<file path="src/rtl/core/hamc_pkg.sv">
// ----------------------------------------------------------------------------
// hamc_pkg
// Types and Hamming(12,8) encode, syndrome and correction functions shared by
// the byte-stream codec.
// ----------------------------------------------------------------------------
package hamc_pkg;

  localparam int unsigned BURST_DEPTH = 3;
  localparam int unsigned COUNT_W     = 2;

  localparam logic [1:0] PHASE_EMPTY = 2'd0;
  localparam logic [1:0] PHASE_ONE   = 2'd1;
  localparam logic [1:0] PHASE_TWO   = 2'd2;

  localparam logic MODE_ENCODE = 1'b0;
  localparam logic MODE_DECODE = 1'b1;

  localparam logic [7:0] P0_MASK = 8'h5B;
  localparam logic [7:0] P1_MASK = 8'h6D;
  localparam logic [7:0] P2_MASK = 8'h8E;
  localparam logic [7:0] P3_MASK = 8'hF0;

  localparam logic [11:0] S0_MASK = 12'h554;
  localparam logic [11:0] S1_MASK = 12'h664;
  localparam logic [11:0] S2_MASK = 12'h870;
  localparam logic [11:0] S3_MASK = 12'hF00;

  localparam int unsigned CW_BITS = 12;

  typedef struct packed {
    logic [7:0] out_byte;
    logic [3:0] syndrome;
    logic       length_error;
    logic       out_last;
  } result_t;

  typedef struct packed {
    logic               valid;
    logic [COUNT_W-1:0] count;
  } load_t;

  function automatic logic [11:0] encode_word(input logic [7:0] d);
    logic [11:0] h;
    h      = '0;
    h[11:8] = d[7:4];
    h[6:4]  = d[3:1];
    h[2]    = d[0];
    h[0]    = ~^(d & P0_MASK);
    h[1]    = ~^(d & P1_MASK);
    h[3]    = ~^(d & P2_MASK);
    h[7]    = ~^(d & P3_MASK);
    return h;
  endfunction

  function automatic logic [3:0] syndrome_of(input logic [11:0] h);
    logic [3:0] s;
    s[0] = (~^(h & S0_MASK)) ^ h[0];
    s[1] = (~^(h & S1_MASK)) ^ h[1];
    s[2] = (~^(h & S2_MASK)) ^ h[3];
    s[3] = (~^(h & S3_MASK)) ^ h[7];
    return s;
  endfunction

  // Flip the position named by the syndrome; values past twelve flip nothing.
  function automatic result_t decode_word(input logic [11:0] h, input logic last);
    logic [3:0]  s;
    logic [11:0] c;
    result_t     r;
    s = syndrome_of(h);
    c = h;
    for (int i = 0; i < CW_BITS; i++) begin
      if (s == 4'(i + 1)) begin
        c[i] = ~h[i];
      end
    end
    r.out_byte     = {c[11:8], c[6:4], c[2]};
    r.syndrome     = s;
    r.length_error = 1'b0;
    r.out_last     = last;
    return r;
  endfunction

  function automatic result_t plain_result(input logic [7:0] b, input logic last);
    result_t r;
    r.out_byte     = b;
    r.syndrome     = 4'd0;
    r.length_error = 1'b0;
    r.out_last     = last;
    return r;
  endfunction

endpackage

</file>
<file path="src/rtl/core/hamc_in_if.sv">
// ----------------------------------------------------------------------------
// hamc_in_if
// Source byte channel: valid/ready handshake with byte and end-of-buffer mark.
// ----------------------------------------------------------------------------
interface hamc_in_if;
  logic       valid;
  logic       ready;
  logic [7:0] in_byte;
  logic       in_last;

  modport source (output valid, output in_byte, output in_last, input ready);
  modport sink   (input valid, input in_byte, input in_last, output ready);
endinterface

</file>
<file path="src/rtl/core/hamc_out_if.sv">
// ----------------------------------------------------------------------------
// hamc_out_if
// Result byte channel: valid/ready handshake with byte, syndrome and status.
// ----------------------------------------------------------------------------
interface hamc_out_if;
  logic       valid;
  logic       ready;
  logic [7:0] out_byte;
  logic [3:0] syndrome;
  logic       length_error;
  logic       out_last;

  modport source (output valid, output out_byte, output syndrome,
                  output length_error, output out_last, input ready);
  modport sink   (input valid, input out_byte, input syndrome,
                  input length_error, input out_last, output ready);
endinterface

</file>
<file path="src/rtl/core/hamc_out_buf.sv">
// ----------------------------------------------------------------------------
// hamc_out_buf
// Three-entry result register. Loads a whole burst at once and drains it one
// transfer per cycle onto the result channel while that channel is ready.
// ----------------------------------------------------------------------------
module hamc_out_buf
  import hamc_pkg::*;
(
  input  logic              clk,
  input  logic              rst,
  input  load_t             load,
  input  result_t           burst [BURST_DEPTH],
  output logic              can_load,
  hamc_out_if.source        dst
);

  logic [COUNT_W-1:0] count;
  result_t            entries [BURST_DEPTH];
  logic               xfer;

  assign dst.valid        = (count != '0);
  assign dst.out_byte     = entries[0].out_byte;
  assign dst.syndrome     = entries[0].syndrome;
  assign dst.length_error = entries[0].length_error;
  assign dst.out_last     = entries[0].out_last;

  assign xfer     = dst.valid & dst.ready;
  // Free now, or the last entry leaves in this cycle.
  assign can_load = (count == '0) || ((count == COUNT_W'(1)) && dst.ready);

  always_ff @(posedge clk) begin
    if (rst) begin
      count <= '0;
    end else if (load.valid) begin
      count <= load.count;
    end else if (xfer) begin
      count <= count - COUNT_W'(1);
    end
  end

  always_ff @(posedge clk) begin
    if (load.valid) begin
      entries <= burst;
    end else if (xfer) begin
      // advance the queue toward the head
      for (int i = 0; i < BURST_DEPTH - 1; i++) begin
        entries[i] <= entries[i + 1];
      end
    end
  end

endmodule

</file>
<file path="src/rtl/core/hamming_12_8_byte_stream_codec.sv">
// ----------------------------------------------------------------------------
// hamming_12_8_byte_stream_codec
// Byte-stream Hamming(12,8) single-error-correcting encoder and decoder.
// ----------------------------------------------------------------------------
// In encode mode (mode 0) every two source bytes become two 12-bit codewords
// sent as three bytes, low byte first; an odd final byte is paired with the
// codeword of zero. In decode mode (mode 1) every three bytes give two
// corrected data bytes with their syndromes, and a buffer that ends inside a
// group gives one result with length_error set. The result port moves one
// byte per cycle while the sink is ready, which sets the rate: encode takes
// pairs only as fast as their three results drain, decode one source byte
// per cycle. Each completed group is computed combinationally into a
// three-entry result register, and the next byte is taken while that burst
// drains. Write mode only while idle; a write drops any partial group.
// ----------------------------------------------------------------------------
module hamming_12_8_byte_stream_codec
  import hamc_pkg::*;
(
  input  logic        clk,
  input  logic        rst,
  input  logic        cfg_we,
  input  logic        cfg_wdata,
  hamc_in_if.sink     src,
  hamc_out_if.source  dst
);

  logic        mode;
  logic [15:0] held_bytes;
  logic [1:0]  group_phase;

  logic        gen;
  logic        can_load;
  logic        xfer;
  load_t       load;
  result_t     burst [BURST_DEPTH];
  logic [23:0] packed_word;
  logic [23:0] dec_word;
  logic [7:0]  first_byte;
  logic [7:0]  second_byte;

  // Does this item close a group and produce results?
  always_comb begin
    if (mode == MODE_ENCODE) begin
      gen = (group_phase != PHASE_EMPTY) || src.in_last;
    end else begin
      gen = (group_phase == PHASE_TWO) || src.in_last;
    end
  end

  assign src.ready = can_load || !gen;
  assign xfer      = src.valid & src.ready;

  always_comb begin
    if (group_phase == PHASE_EMPTY) begin
      first_byte  = src.in_byte;
      second_byte = 8'h00;
    end else begin
      first_byte  = held_bytes[7:0];
      second_byte = src.in_byte;
    end
    packed_word = {encode_word(second_byte), encode_word(first_byte)};
    dec_word    = {src.in_byte, held_bytes};
  end

  always_comb begin
    load.valid = xfer & gen;
    load.count = COUNT_W'(1);
    burst[0]   = plain_result(8'h00, 1'b0);
    burst[1]   = plain_result(8'h00, 1'b0);
    burst[2]   = plain_result(8'h00, 1'b0);
    if (mode == MODE_ENCODE) begin
      load.count = COUNT_W'(3);
      burst[0]   = plain_result(packed_word[7:0], 1'b0);
      burst[1]   = plain_result(packed_word[15:8], 1'b0);
      burst[2]   = plain_result(packed_word[23:16], src.in_last);
    end else if (group_phase == PHASE_TWO) begin
      load.count = COUNT_W'(2);
      burst[0]   = decode_word(dec_word[11:0], 1'b0);
      burst[1]   = decode_word(dec_word[23:12], src.in_last);
    end else begin
      // short decode stream: report and drop the partial group
      burst[0].length_error = 1'b1;
      burst[0].out_last     = 1'b1;
    end
  end

  always_ff @(posedge clk) begin
    if (rst) begin
      mode        <= MODE_ENCODE;
      held_bytes  <= '0;
      group_phase <= PHASE_EMPTY;
    end else if (cfg_we) begin
      mode        <= cfg_wdata;
      held_bytes  <= '0;
      group_phase <= PHASE_EMPTY;
    end else if (xfer) begin
      if (gen) begin
        held_bytes  <= '0;
        group_phase <= PHASE_EMPTY;
      end else if (group_phase == PHASE_EMPTY) begin
        held_bytes  <= {8'h00, src.in_byte};
        group_phase <= PHASE_ONE;
      end else begin
        held_bytes  <= {src.in_byte, held_bytes[7:0]};
        group_phase <= PHASE_TWO;
      end
    end
  end

  hamc_out_buf u_out_buf (
    .clk      (clk),
    .rst      (rst),
    .load     (load),
    .burst    (burst),
    .can_load (can_load),
    .dst      (dst)
  );

endmodule
</file>
<file path="src/flat_wrapper.sv">
// flat-port wrapper written by rule: the top's interface ports become plain ports
module hamming_12_8_byte_stream_codec_flat import hamc_pkg::*;
  (clk, rst, cfg_we, cfg_wdata, src_valid, src_in_byte, src_in_last, src_ready, dst_valid, dst_out_byte, dst_syndrome, dst_length_error, dst_out_last, dst_ready);
  hamc_in_if src_i ();
  hamc_out_if dst_i ();
  input  logic clk;
  input  logic rst;
  input  logic cfg_we;
  input  logic cfg_wdata;
  input wire logic [$bits(src_i.valid)-1:0] src_valid;
  input wire logic [$bits(src_i.in_byte)-1:0] src_in_byte;
  input wire logic [$bits(src_i.in_last)-1:0] src_in_last;
  output wire logic [$bits(src_i.ready)-1:0] src_ready;
  output wire logic [$bits(dst_i.valid)-1:0] dst_valid;
  output wire logic [$bits(dst_i.out_byte)-1:0] dst_out_byte;
  output wire logic [$bits(dst_i.syndrome)-1:0] dst_syndrome;
  output wire logic [$bits(dst_i.length_error)-1:0] dst_length_error;
  output wire logic [$bits(dst_i.out_last)-1:0] dst_out_last;
  input wire logic [$bits(dst_i.ready)-1:0] dst_ready;
  assign src_i.valid = src_valid;
  assign src_i.in_byte = src_in_byte;
  assign src_i.in_last = src_in_last;
  assign src_ready = src_i.ready;
  assign dst_valid = dst_i.valid;
  assign dst_out_byte = dst_i.out_byte;
  assign dst_syndrome = dst_i.syndrome;
  assign dst_length_error = dst_i.length_error;
  assign dst_out_last = dst_i.out_last;
  assign dst_i.ready = dst_ready;
  hamming_12_8_byte_stream_codec u_core (.clk(clk), .rst(rst), .cfg_we(cfg_we), .cfg_wdata(cfg_wdata), .src(src_i), .dst(dst_i));
endmodule
</file>
<file path="config.mk">
export PLATFORM = sky130hd
export DESIGN_NAME = hamming_12_8_byte_stream_codec_flat
export DESIGN_NICKNAME = d
export VERILOG_FILES = /design/src/rtl/core/hamc_pkg.sv /design/src/rtl/core/hamc_in_if.sv /design/src/rtl/core/hamc_out_if.sv /design/src/rtl/core/hamc_out_buf.sv /design/src/rtl/core/hamming_12_8_byte_stream_codec.sv /design/src/flat_wrapper.sv
export SDC_FILE = /design/constraint.sdc
export NUM_CORES = 1
export LEC_CHECK = 0
export ABC_AREA = 1
export BUFFER_PORTS_ARGS = -buffer_cell sky130_fd_sc_hd__buf_2
export CAP_MARGIN = 20
export CORE_MARGIN = 2
export CORE_UTILIZATION = 30
export DETAILED_ROUTE_END_ITERATION = 12
export PLACE_DENSITY_LB_ADDON = 0.08
export SYNTH_ARGS = -nofsm -noshare
export SYNTH_HDL_FRONTEND = slang
export SYNTH_SLANG_ARGS = --single-unit
</file>
<file path="constraint.sdc">
create_clock -name clk -period 1.95 [get_ports clk]
set_clock_uncertainty 0.1 [all_clocks]
set_input_delay 0.39 -clock clk [delete_from_list [all_inputs] [get_ports clk]]
set_output_delay 0.39 -clock clk [all_outputs]
set_load 0.03 [all_outputs]
</file>
==> results.sh, run 1 <==
export IMPL_pre_cts_slack_ns=-0.167
export IMPL_cp_data_arrival_time_ns=1.88
export IMPL_track_usage=0.194
export IMPL_cts_buffer_depth=2
export IMPL_startpoint_type="flop"
export IMPL_globalplace_congestion=0.882
export IMPL_rows=42
export IMPL_pwr_share_seq=0.309
export IMPL_drv_cap=0
export IMPL_crit_type="reg -> reg"
export IMPL_start_util=0.307
export IMPL_pwr_share_comb=0.299
export IMPL_max_freq_mhz=526
export IMPL_numCtsBuffers=9
export IMPL_diodes=0
export IMPL_grt_max_degree=32
export IMPL_drive_gt1_frac=0.316
export IMPL_cts_htree_levels=3
export IMPL_hold_buffers=0
export IMPL_firstDrtPassIters=4
export IMPL_ys_seq_area_frac=0.371
export IMPL_rsz0062_at_grt="true"
export IMPL_insertion_delay_ns=0.34
export IMPL_finalMaxSlewViolations=0
export IMPL_ys_ff_latch=57
export IMPL_p_int_mw=3.37
export IMPL_overflow=0
export IMPL_fp_dieH_um=120
export IMPL_wirelength_met1_mm=6.28
export IMPL_setup_ws_ns=0.0502
export IMPL_p_sw_frac=0.318
export IMPL_grt_pass1_wl_mm=21.2
export IMPL_worstPathMaxFanout=6
export IMPL_yosys_warnings=0
export IMPL_utilization=0.419
export IMPL_wl_mm=13.5
export IMPL_grt_pass1_vias=3960
export IMPL_nets=693
export IMPL_viasPerCell=4.75
export IMPL_worst_pin_slew_ns=0.344
export IMPL_wire_per_inst_um=15.7
export IMPL_clock_sinks=57
export IMPL_synth_largest_area_cell="edfxtp_1"
export IMPL_highest_layer="met4"
export IMPL_powerDensity_nw_per_um2=895
export IMPL_fin_cells=857
export IMPL_hp_class="in -> reg"
export IMPL_peakVddDrop_mv=0.375
export IMPL_dp_cells=836
export IMPL_outcome="finished clean"
export IMPL_core_area_um2=13200
export IMPL_drc=0
export IMPL_hold_viol_final=0
export IMPL_root_buffer="clkbuf_16"
export IMPL_fin_crit_ns=1.90
export IMPL_p_leak_nw=2.50
export IMPL_io_pins=31
export IMPL_wl_met2_mm=6.49
export IMPL_postRouteAntennaNets=0
export IMPL_fp_dieW_um=120
export IMPL_vias=4067
export IMPL_crit_path_end_kind="flop"
export IMPL_postSynthAreaPerCell_um2=6.92
export IMPL_timing_final_crit_share=0.974
export IMPL_synth_ff_type="edfxtp_1"
export IMPL_synth_area_leaders="edfxtp_1 (27%), nand2_1 (20%), dfxtp_1 (10%), nand3_1 (8.0%), a21oi_1 (3.8%)"
export IMPL_crit_required_ns=1.93
export IMPL_synth_top_area_frac=0.267
export IMPL_area_growth_pct=36.4
export IMPL_synth_edff_count=36
export IMPL_syn_inst=585
export IMPL_hpwl_mm=10.1
export IMPL_syn_nets=602
export IMPL_synth_area_um2=4050
export IMPL_dieArea_um2=14400
export IMPL_switchingPower_mw=1.57
export IMPL_cts_tree="built"
export IMPL_setup_violations=0
export IMPL_p_clk_frac=0.393
export IMPL_power_total_mw=4.94
export IMPL_route_met3_wl_um=421
export IMPL_slew_headroom=0.770
export IMPL_clkTransAtPathRegs_ns=0.05
export IMPL_drt_iter0_markers=224
export IMPL_synthDistinctLibCells=37
export IMPL_antenna_found_initial=0
export IMPL_ys_async_sr_fraction=0
export IMPL_tns_ns=0
export IMPL_io_buffers=30
## placed cells by master, fill, tap and decap left out, types with 3 or more instances in the layout
| master | synthesis | layout |
|---|---|---|
| nand3_1 | 65 | 61 |
| dfxtp_2 | 0 | 4 |
| nand2_4 | 5 | 5 |
| nor2_2 | 4 | 6 |
| inv_4 | 2 | 3 |
| o32ai_1 | 8 | 8 |
| inv_2 | 5 | 8 |
| a211oi_1 | 8 | 8 |
| buf_12 | 0 | 3 |
| buf_4 | 14 | 73 |
| bufinv_16 | 0 | 3 |
| a21oi_1 | 31 | 28 |
| clkbuf_16 | 0 | 11 |
| inv_1 | 37 | 32 |
| a21oi_2 | 2 | 4 |
| buf_2 | 7 | 29 |
| xnor2_2 | 0 | 3 |
| nor2_1 | 41 | 35 |
| edfxtp_1 | 36 | 36 |
| clkbuf_8 | 0 | 3 |
| nand2_2 | 1 | 24 |
| nand2_1 | 214 | 190 |
| dfxtp_1 | 21 | 15 |
| o21ai_0 | 17 | 14 |
| clkinv_1 | 4 | 4 |
| nand3_2 | 1 | 5 |
| o21ai_2 | 1 | 4 |
| o21ai_1 | 10 | 5 |
| or2_1 | 12 | 12 |
| or2_2 | 4 | 4 |
| o21ai_4 | 0 | 5 |
| a21boi_1 | 9 | 8 |
| nor2_4 | 0 | 4 |
## layer usage
metal  up-vias  global-route usage
met5         -                   0
met4         0              0.0757
met3        18              0.0337
met2        80               0.317
met1      1860               0.253
li1       2109                   -
## state kept, by name (all words and copies together), names as in the netlist
| name | flops |
|---|---|
| u_core.group_phase | 2 |
| u_core.held_bytes | 16 |
| u_core.mode | 1 |
| u_core.u_out_buf.count | 2 |
| u_core.u_out_buf.dst.length_error | 1 |
| u_core.u_out_buf.dst.out_byte | 8 |
| u_core.u_out_buf.dst.out_last | 1 |
| u_core.u_out_buf.dst.syndrome | 4 |
| u_core.u_out_buf.entries | 22 |
## worst paths after layout
| check | slack (ns) | cells past startpoint | endpoint | start |
|---|---|---|---|---|
| setup / recovery | 0.05 | 9 | u_core.u_out_buf.entries[25]$_DFFE_PP_ | u_core.group_phase[1]$_SDFFE_PP0P_ |
| hold / removal | 0.14 | 2 | u_core.mode$_SDFFE_PP0P_ | rst |
| setup reg to reg | 0.05 | 9 | u_core.u_out_buf.entries[25]$_DFFE_PP_ | u_core.group_phase[1]$_SDFFE_PP0P_ |
| hold reg to reg | 0.39 | 2 | u_core.held_bytes[12]$_SDFFE_PP0P_ | u_core.held_bytes[12]$_SDFFE_PP0P_ |
## power by group through the flow
stage	Sequential, mW	Clock [mW]	Combinational [mW]
finish	1.53	1.94	1.48
global route	1.54	2.02	1.63
CTS	1.52	1.97	1.36
detailed placement	1.55	0	1.33
global placement	1.55	0	1.33
floorplan	1.55	0	0.920
## synth_stat cells, types with 5 or more instances
master    count
nand2_1     214
nand3_1      65
nor2_1       41
inv_1        37
edfxtp_1     36
a21oi_1      31
dfxtp_1      21
o21ai_0      17
buf_4        14
or2_1        12
o21ai_1      10
a21boi_1      9
a211oi_1      8
o32ai_1       8
buf_2         7
buf_6         5
inv_2         5
nand2_4       5
xnor2_1       5
## kinds of logic after synthesis
family,after synthesis,share of synthesized area
AO/OA/AOI/OAI,90,0.137
XOR/XNOR,7,0.0151
adder cells (fa/ha/maj),2,0.00618
buffers and inverters,78,0.0980
flip-flops,57,0.371
AND/OR/NAND/NOR,351,0.372
## timing repair
| item | CTS | global route |
|---|---|---|
| buffers inserted | 0 | 3 |
| gates resized for setup | 11 | 73 |
| gates cloned | 0 | 3 |
| pin swaps | 0 | 15 |
| setup endpoints to repair | 17 | 17 |
## metrics by stage
step / area (um2) / hold WS (ns)
2_1_floorplan: 4050 / 0.352
3_3_place_gp: 4810 / 0.375
3_5_place_dp: 4810 / 0.376
4_1_cts: 5210 / 0.133
5_1_grt: 5520 / 0.147
6_report: 5520 / 0.145
## worst max-delay path, stage by stage, from the launching register on
cell and delay [ns]:
dfxtp_2 0.33, nor2_4 0.26, clkbuf_16 0.22, inv_2 0.05, buf_6 0.12, o21ai_0 0.06, nor2_1 0.08, xor2_1 0.15
a21oi_1 0.18, a21oi_2 0.09
## area by class of cell
cell class                      count  area [um2]
Clock inverter                      4        97.6
Fill cell                        1360        7670
Timing Repair Buffer              110         833
Tap cell                          176         220
Multi-Input combinational cell    450        2400
Sequential cell                    57        1510
Clock buffer                       12         267
Inverter                           48         195
No activity file was read; power rests on OpenSTA's default activity.
==> run 2, diff against run 1 <==
==> constraint.sdc (replaced) <==
create_clock -name clk -period 1.95 [get_ports clk]
set_clock_uncertainty 0.1 [all_clocks]
set_input_delay 0.39 -clock clk [delete_from_list [all_inputs] [get_ports clk]]
set_output_delay 0.39 -clock clk [all_outputs]
set_load 0.01 [all_outputs]
==> results.sh, run 2 (synthesis results as in run 1) <==
export IMPL_wire_per_inst_um=15.8
export IMPL_startpoint="u_core.group_phase[1]$_SDFFE_PP0P_"
export IMPL_fin_crit_ns=1.90
export IMPL_antenna_found_initial=0
export IMPL_vias=4121
export IMPL_r2r_start="u_core.group_phase[1]$_SDFFE_PP0P_"
export IMPL_insertion_delay_ns=0.34
export IMPL_hold_viol_final=0
export IMPL_fp_dieW_um=120
export IMPL_hold_start="rst"
export IMPL_crit_path_end_kind="flop"
export IMPL_grt_pass1_wl_mm=21.2
export IMPL_clock_sinks=57
export IMPL_rsz0062_at_grt="true"
export IMPL_fp_dieH_um=120
export IMPL_startpoint_type="flop"
export IMPL_powerDensity_nw_per_um2=876
export IMPL_drv_cap=0
export IMPL_cts_buffer_depth=2
export IMPL_rr_worst_depth=9
export IMPL_layout_common_cells="nand2_1 (191), buf_4 (72), nand3_1 (61)"
export IMPL_reg2reg_slack_ns=0.05
export IMPL_wl_mm=13.5
export IMPL_setup_ws_ns=0.0495
export IMPL_cp_data_arrival_time_ns=1.88
export IMPL_grt_max_degree=32
export IMPL_holdWs_ns=0.142
export IMPL_r2r_end="u_core.u_out_buf.entries[25]$_DFFE_PP_"
export IMPL_nets=693
export IMPL_hold_buffers=0
export IMPL_outcome="finished clean"
export IMPL_p_leak_nw=2.50
export IMPL_worstPathMaxFanout=6
export IMPL_largest_register_ffs=22
export IMPL_rows=42
export IMPL_crit_type="reg -> reg"
export IMPL_cts_tree="built"
export IMPL_core_area_um2=13200
export IMPL_clkTransAtPathRegs_ns=0.05
export IMPL_track_usage=0.194
export IMPL_root_buffer="clkbuf_16"
export IMPL_hpwl_mm=10.1
export IMPL_cts_htree_levels=3
export IMPL_largest_register="u_core.u_out_buf.entries"
export IMPL_final_common_cell="nand2_1"
export IMPL_drive_gt1_frac=0.314
export IMPL_dieArea_um2=14400
export IMPL_numCtsBuffers=9
export IMPL_crit_required_ns=1.93
export IMPL_setup_violations=0
export IMPL_drc=0
export IMPL_power_total_mw=4.84
export IMPL_overflow=0
export IMPL_io_buffers=30
export IMPL_max_freq_mhz=526
export IMPL_diodes=0
export IMPL_postRouteAntennaNets=0
export IMPL_slew_headroom=0.796
export IMPL_globalplace_congestion=0.882
export IMPL_firstDrtPassIters=5
export IMPL_holdPathEnd="u_core.mode$_SDFFE_PP0P_"
export IMPL_area_growth_pct=36.5
export IMPL_pre_cts_slack_ns=-0.167
export IMPL_hp_class="in -> reg"
export IMPL_start_util=0.307
export IMPL_timing_final_crit_share=0.975
export IMPL_fillCellCount=1364
export IMPL_finalMaxSlewViolations=0
export IMPL_grt_pass1_vias=3960
export IMPL_hold_depth=2
export IMPL_drt_iter0_markers=264
export IMPL_viasPerCell=4.81
export IMPL_worst_pin_slew_ns=0.304
export IMPL_peakVddDrop_mv=0.375
export IMPL_io_pins=31
run 2: per-stage QoR:
stage / util / setup TNS (ns) / instances / area (um2)
3_3_place_gp: 0.365 / -0.962 / 836 / 4810
6_report: 0.419 / 0 / 857 / 5530
4_1_cts: 0.395 / 0 / 852 / 5210
3_5_place_dp: 0.365 / -0.929 / 836 / 4810
5_1_grt: 0.419 / -0.0881 / 857 / 5530
2_1_floorplan: - / 0 / 585 / 4050
run 2: layout make-up:
cell class	instances	area [um2]	share of cell area
multi-input cells	450	2400	0.434
well taps	176	220	0.0398
flip-flops and latches	57	1520	0.274
inverters	48	195	0.0353
repair buffers	110	835	0.151
clock buffers	12	267	0.0482
clock inverters	4	97.6	0.0177
run 2: worst max-delay path by stage:
stage,to,slack (ns),cells past startpoint
3_5_place_dp,u_core.u_out_buf.entries[23]$_DFFE_PP_,-0.17,12
4_1_cts,u_core.u_out_buf.dst.out_byte[4]$_DFFE_PP_,0.01,12
5_1_grt,u_core.u_out_buf.dst.out_byte[0]$_DFFE_PP_,-0.03,12
3_3_place_gp,u_core.u_out_buf.entries[23]$_DFFE_PP_,-0.20,12
6_report,u_core.u_out_buf.entries[25]$_DFFE_PP_,0.05,9
2_1_floorplan,u_core.u_out_buf.dst.out_byte[4]$_DFFE_PP_,0.06,11
run 2: worst max-delay path: stages (launching register included):
cell	delay, ns
dfxtp_2	0.33
nor2_4	0.26
clkbuf_16	0.22
inv_2	0.05
buf_6	0.12
o21ai_0	0.06
nor2_1	0.08
xor2_1	0.15
a21oi_1	0.18
a21oi_2	0.09
run 2: where the power goes:
group          internal (mW)  switching (mW)  leakage [nW]  total [mW]
registers               1.47          0.0530         0.521        1.53
logic                  0.541           0.832          1.80        1.37
clock network           1.35           0.591         0.175        1.94
run 2: repair_timing:
| action | CTS | global route |
|---|---|---|
| resized for setup | 11 | 73 |
| gates cloned | 0 | 3 |
| hold endpoints to repair | 0 | 0 |
| endpoints found under the setup margin | 17 | 16 |
| pin swaps | 0 | 16 |
| setup buffers | 0 | 3 |
run 2: routing by layer:
| metal | vias to the layer above | track usage | routed length [um] |
|---|---|---|---|
| li1 | 2111 | - | - |
| met2 | 92 | 0.317 | 6420 |
| met4 | 0 | 0.0757 | 333 |
| met3 | 25 | 0.0337 | 480 |
| met5 | - | 0 | 0 |
| met1 | 1893 | 0.253 | 6280 |
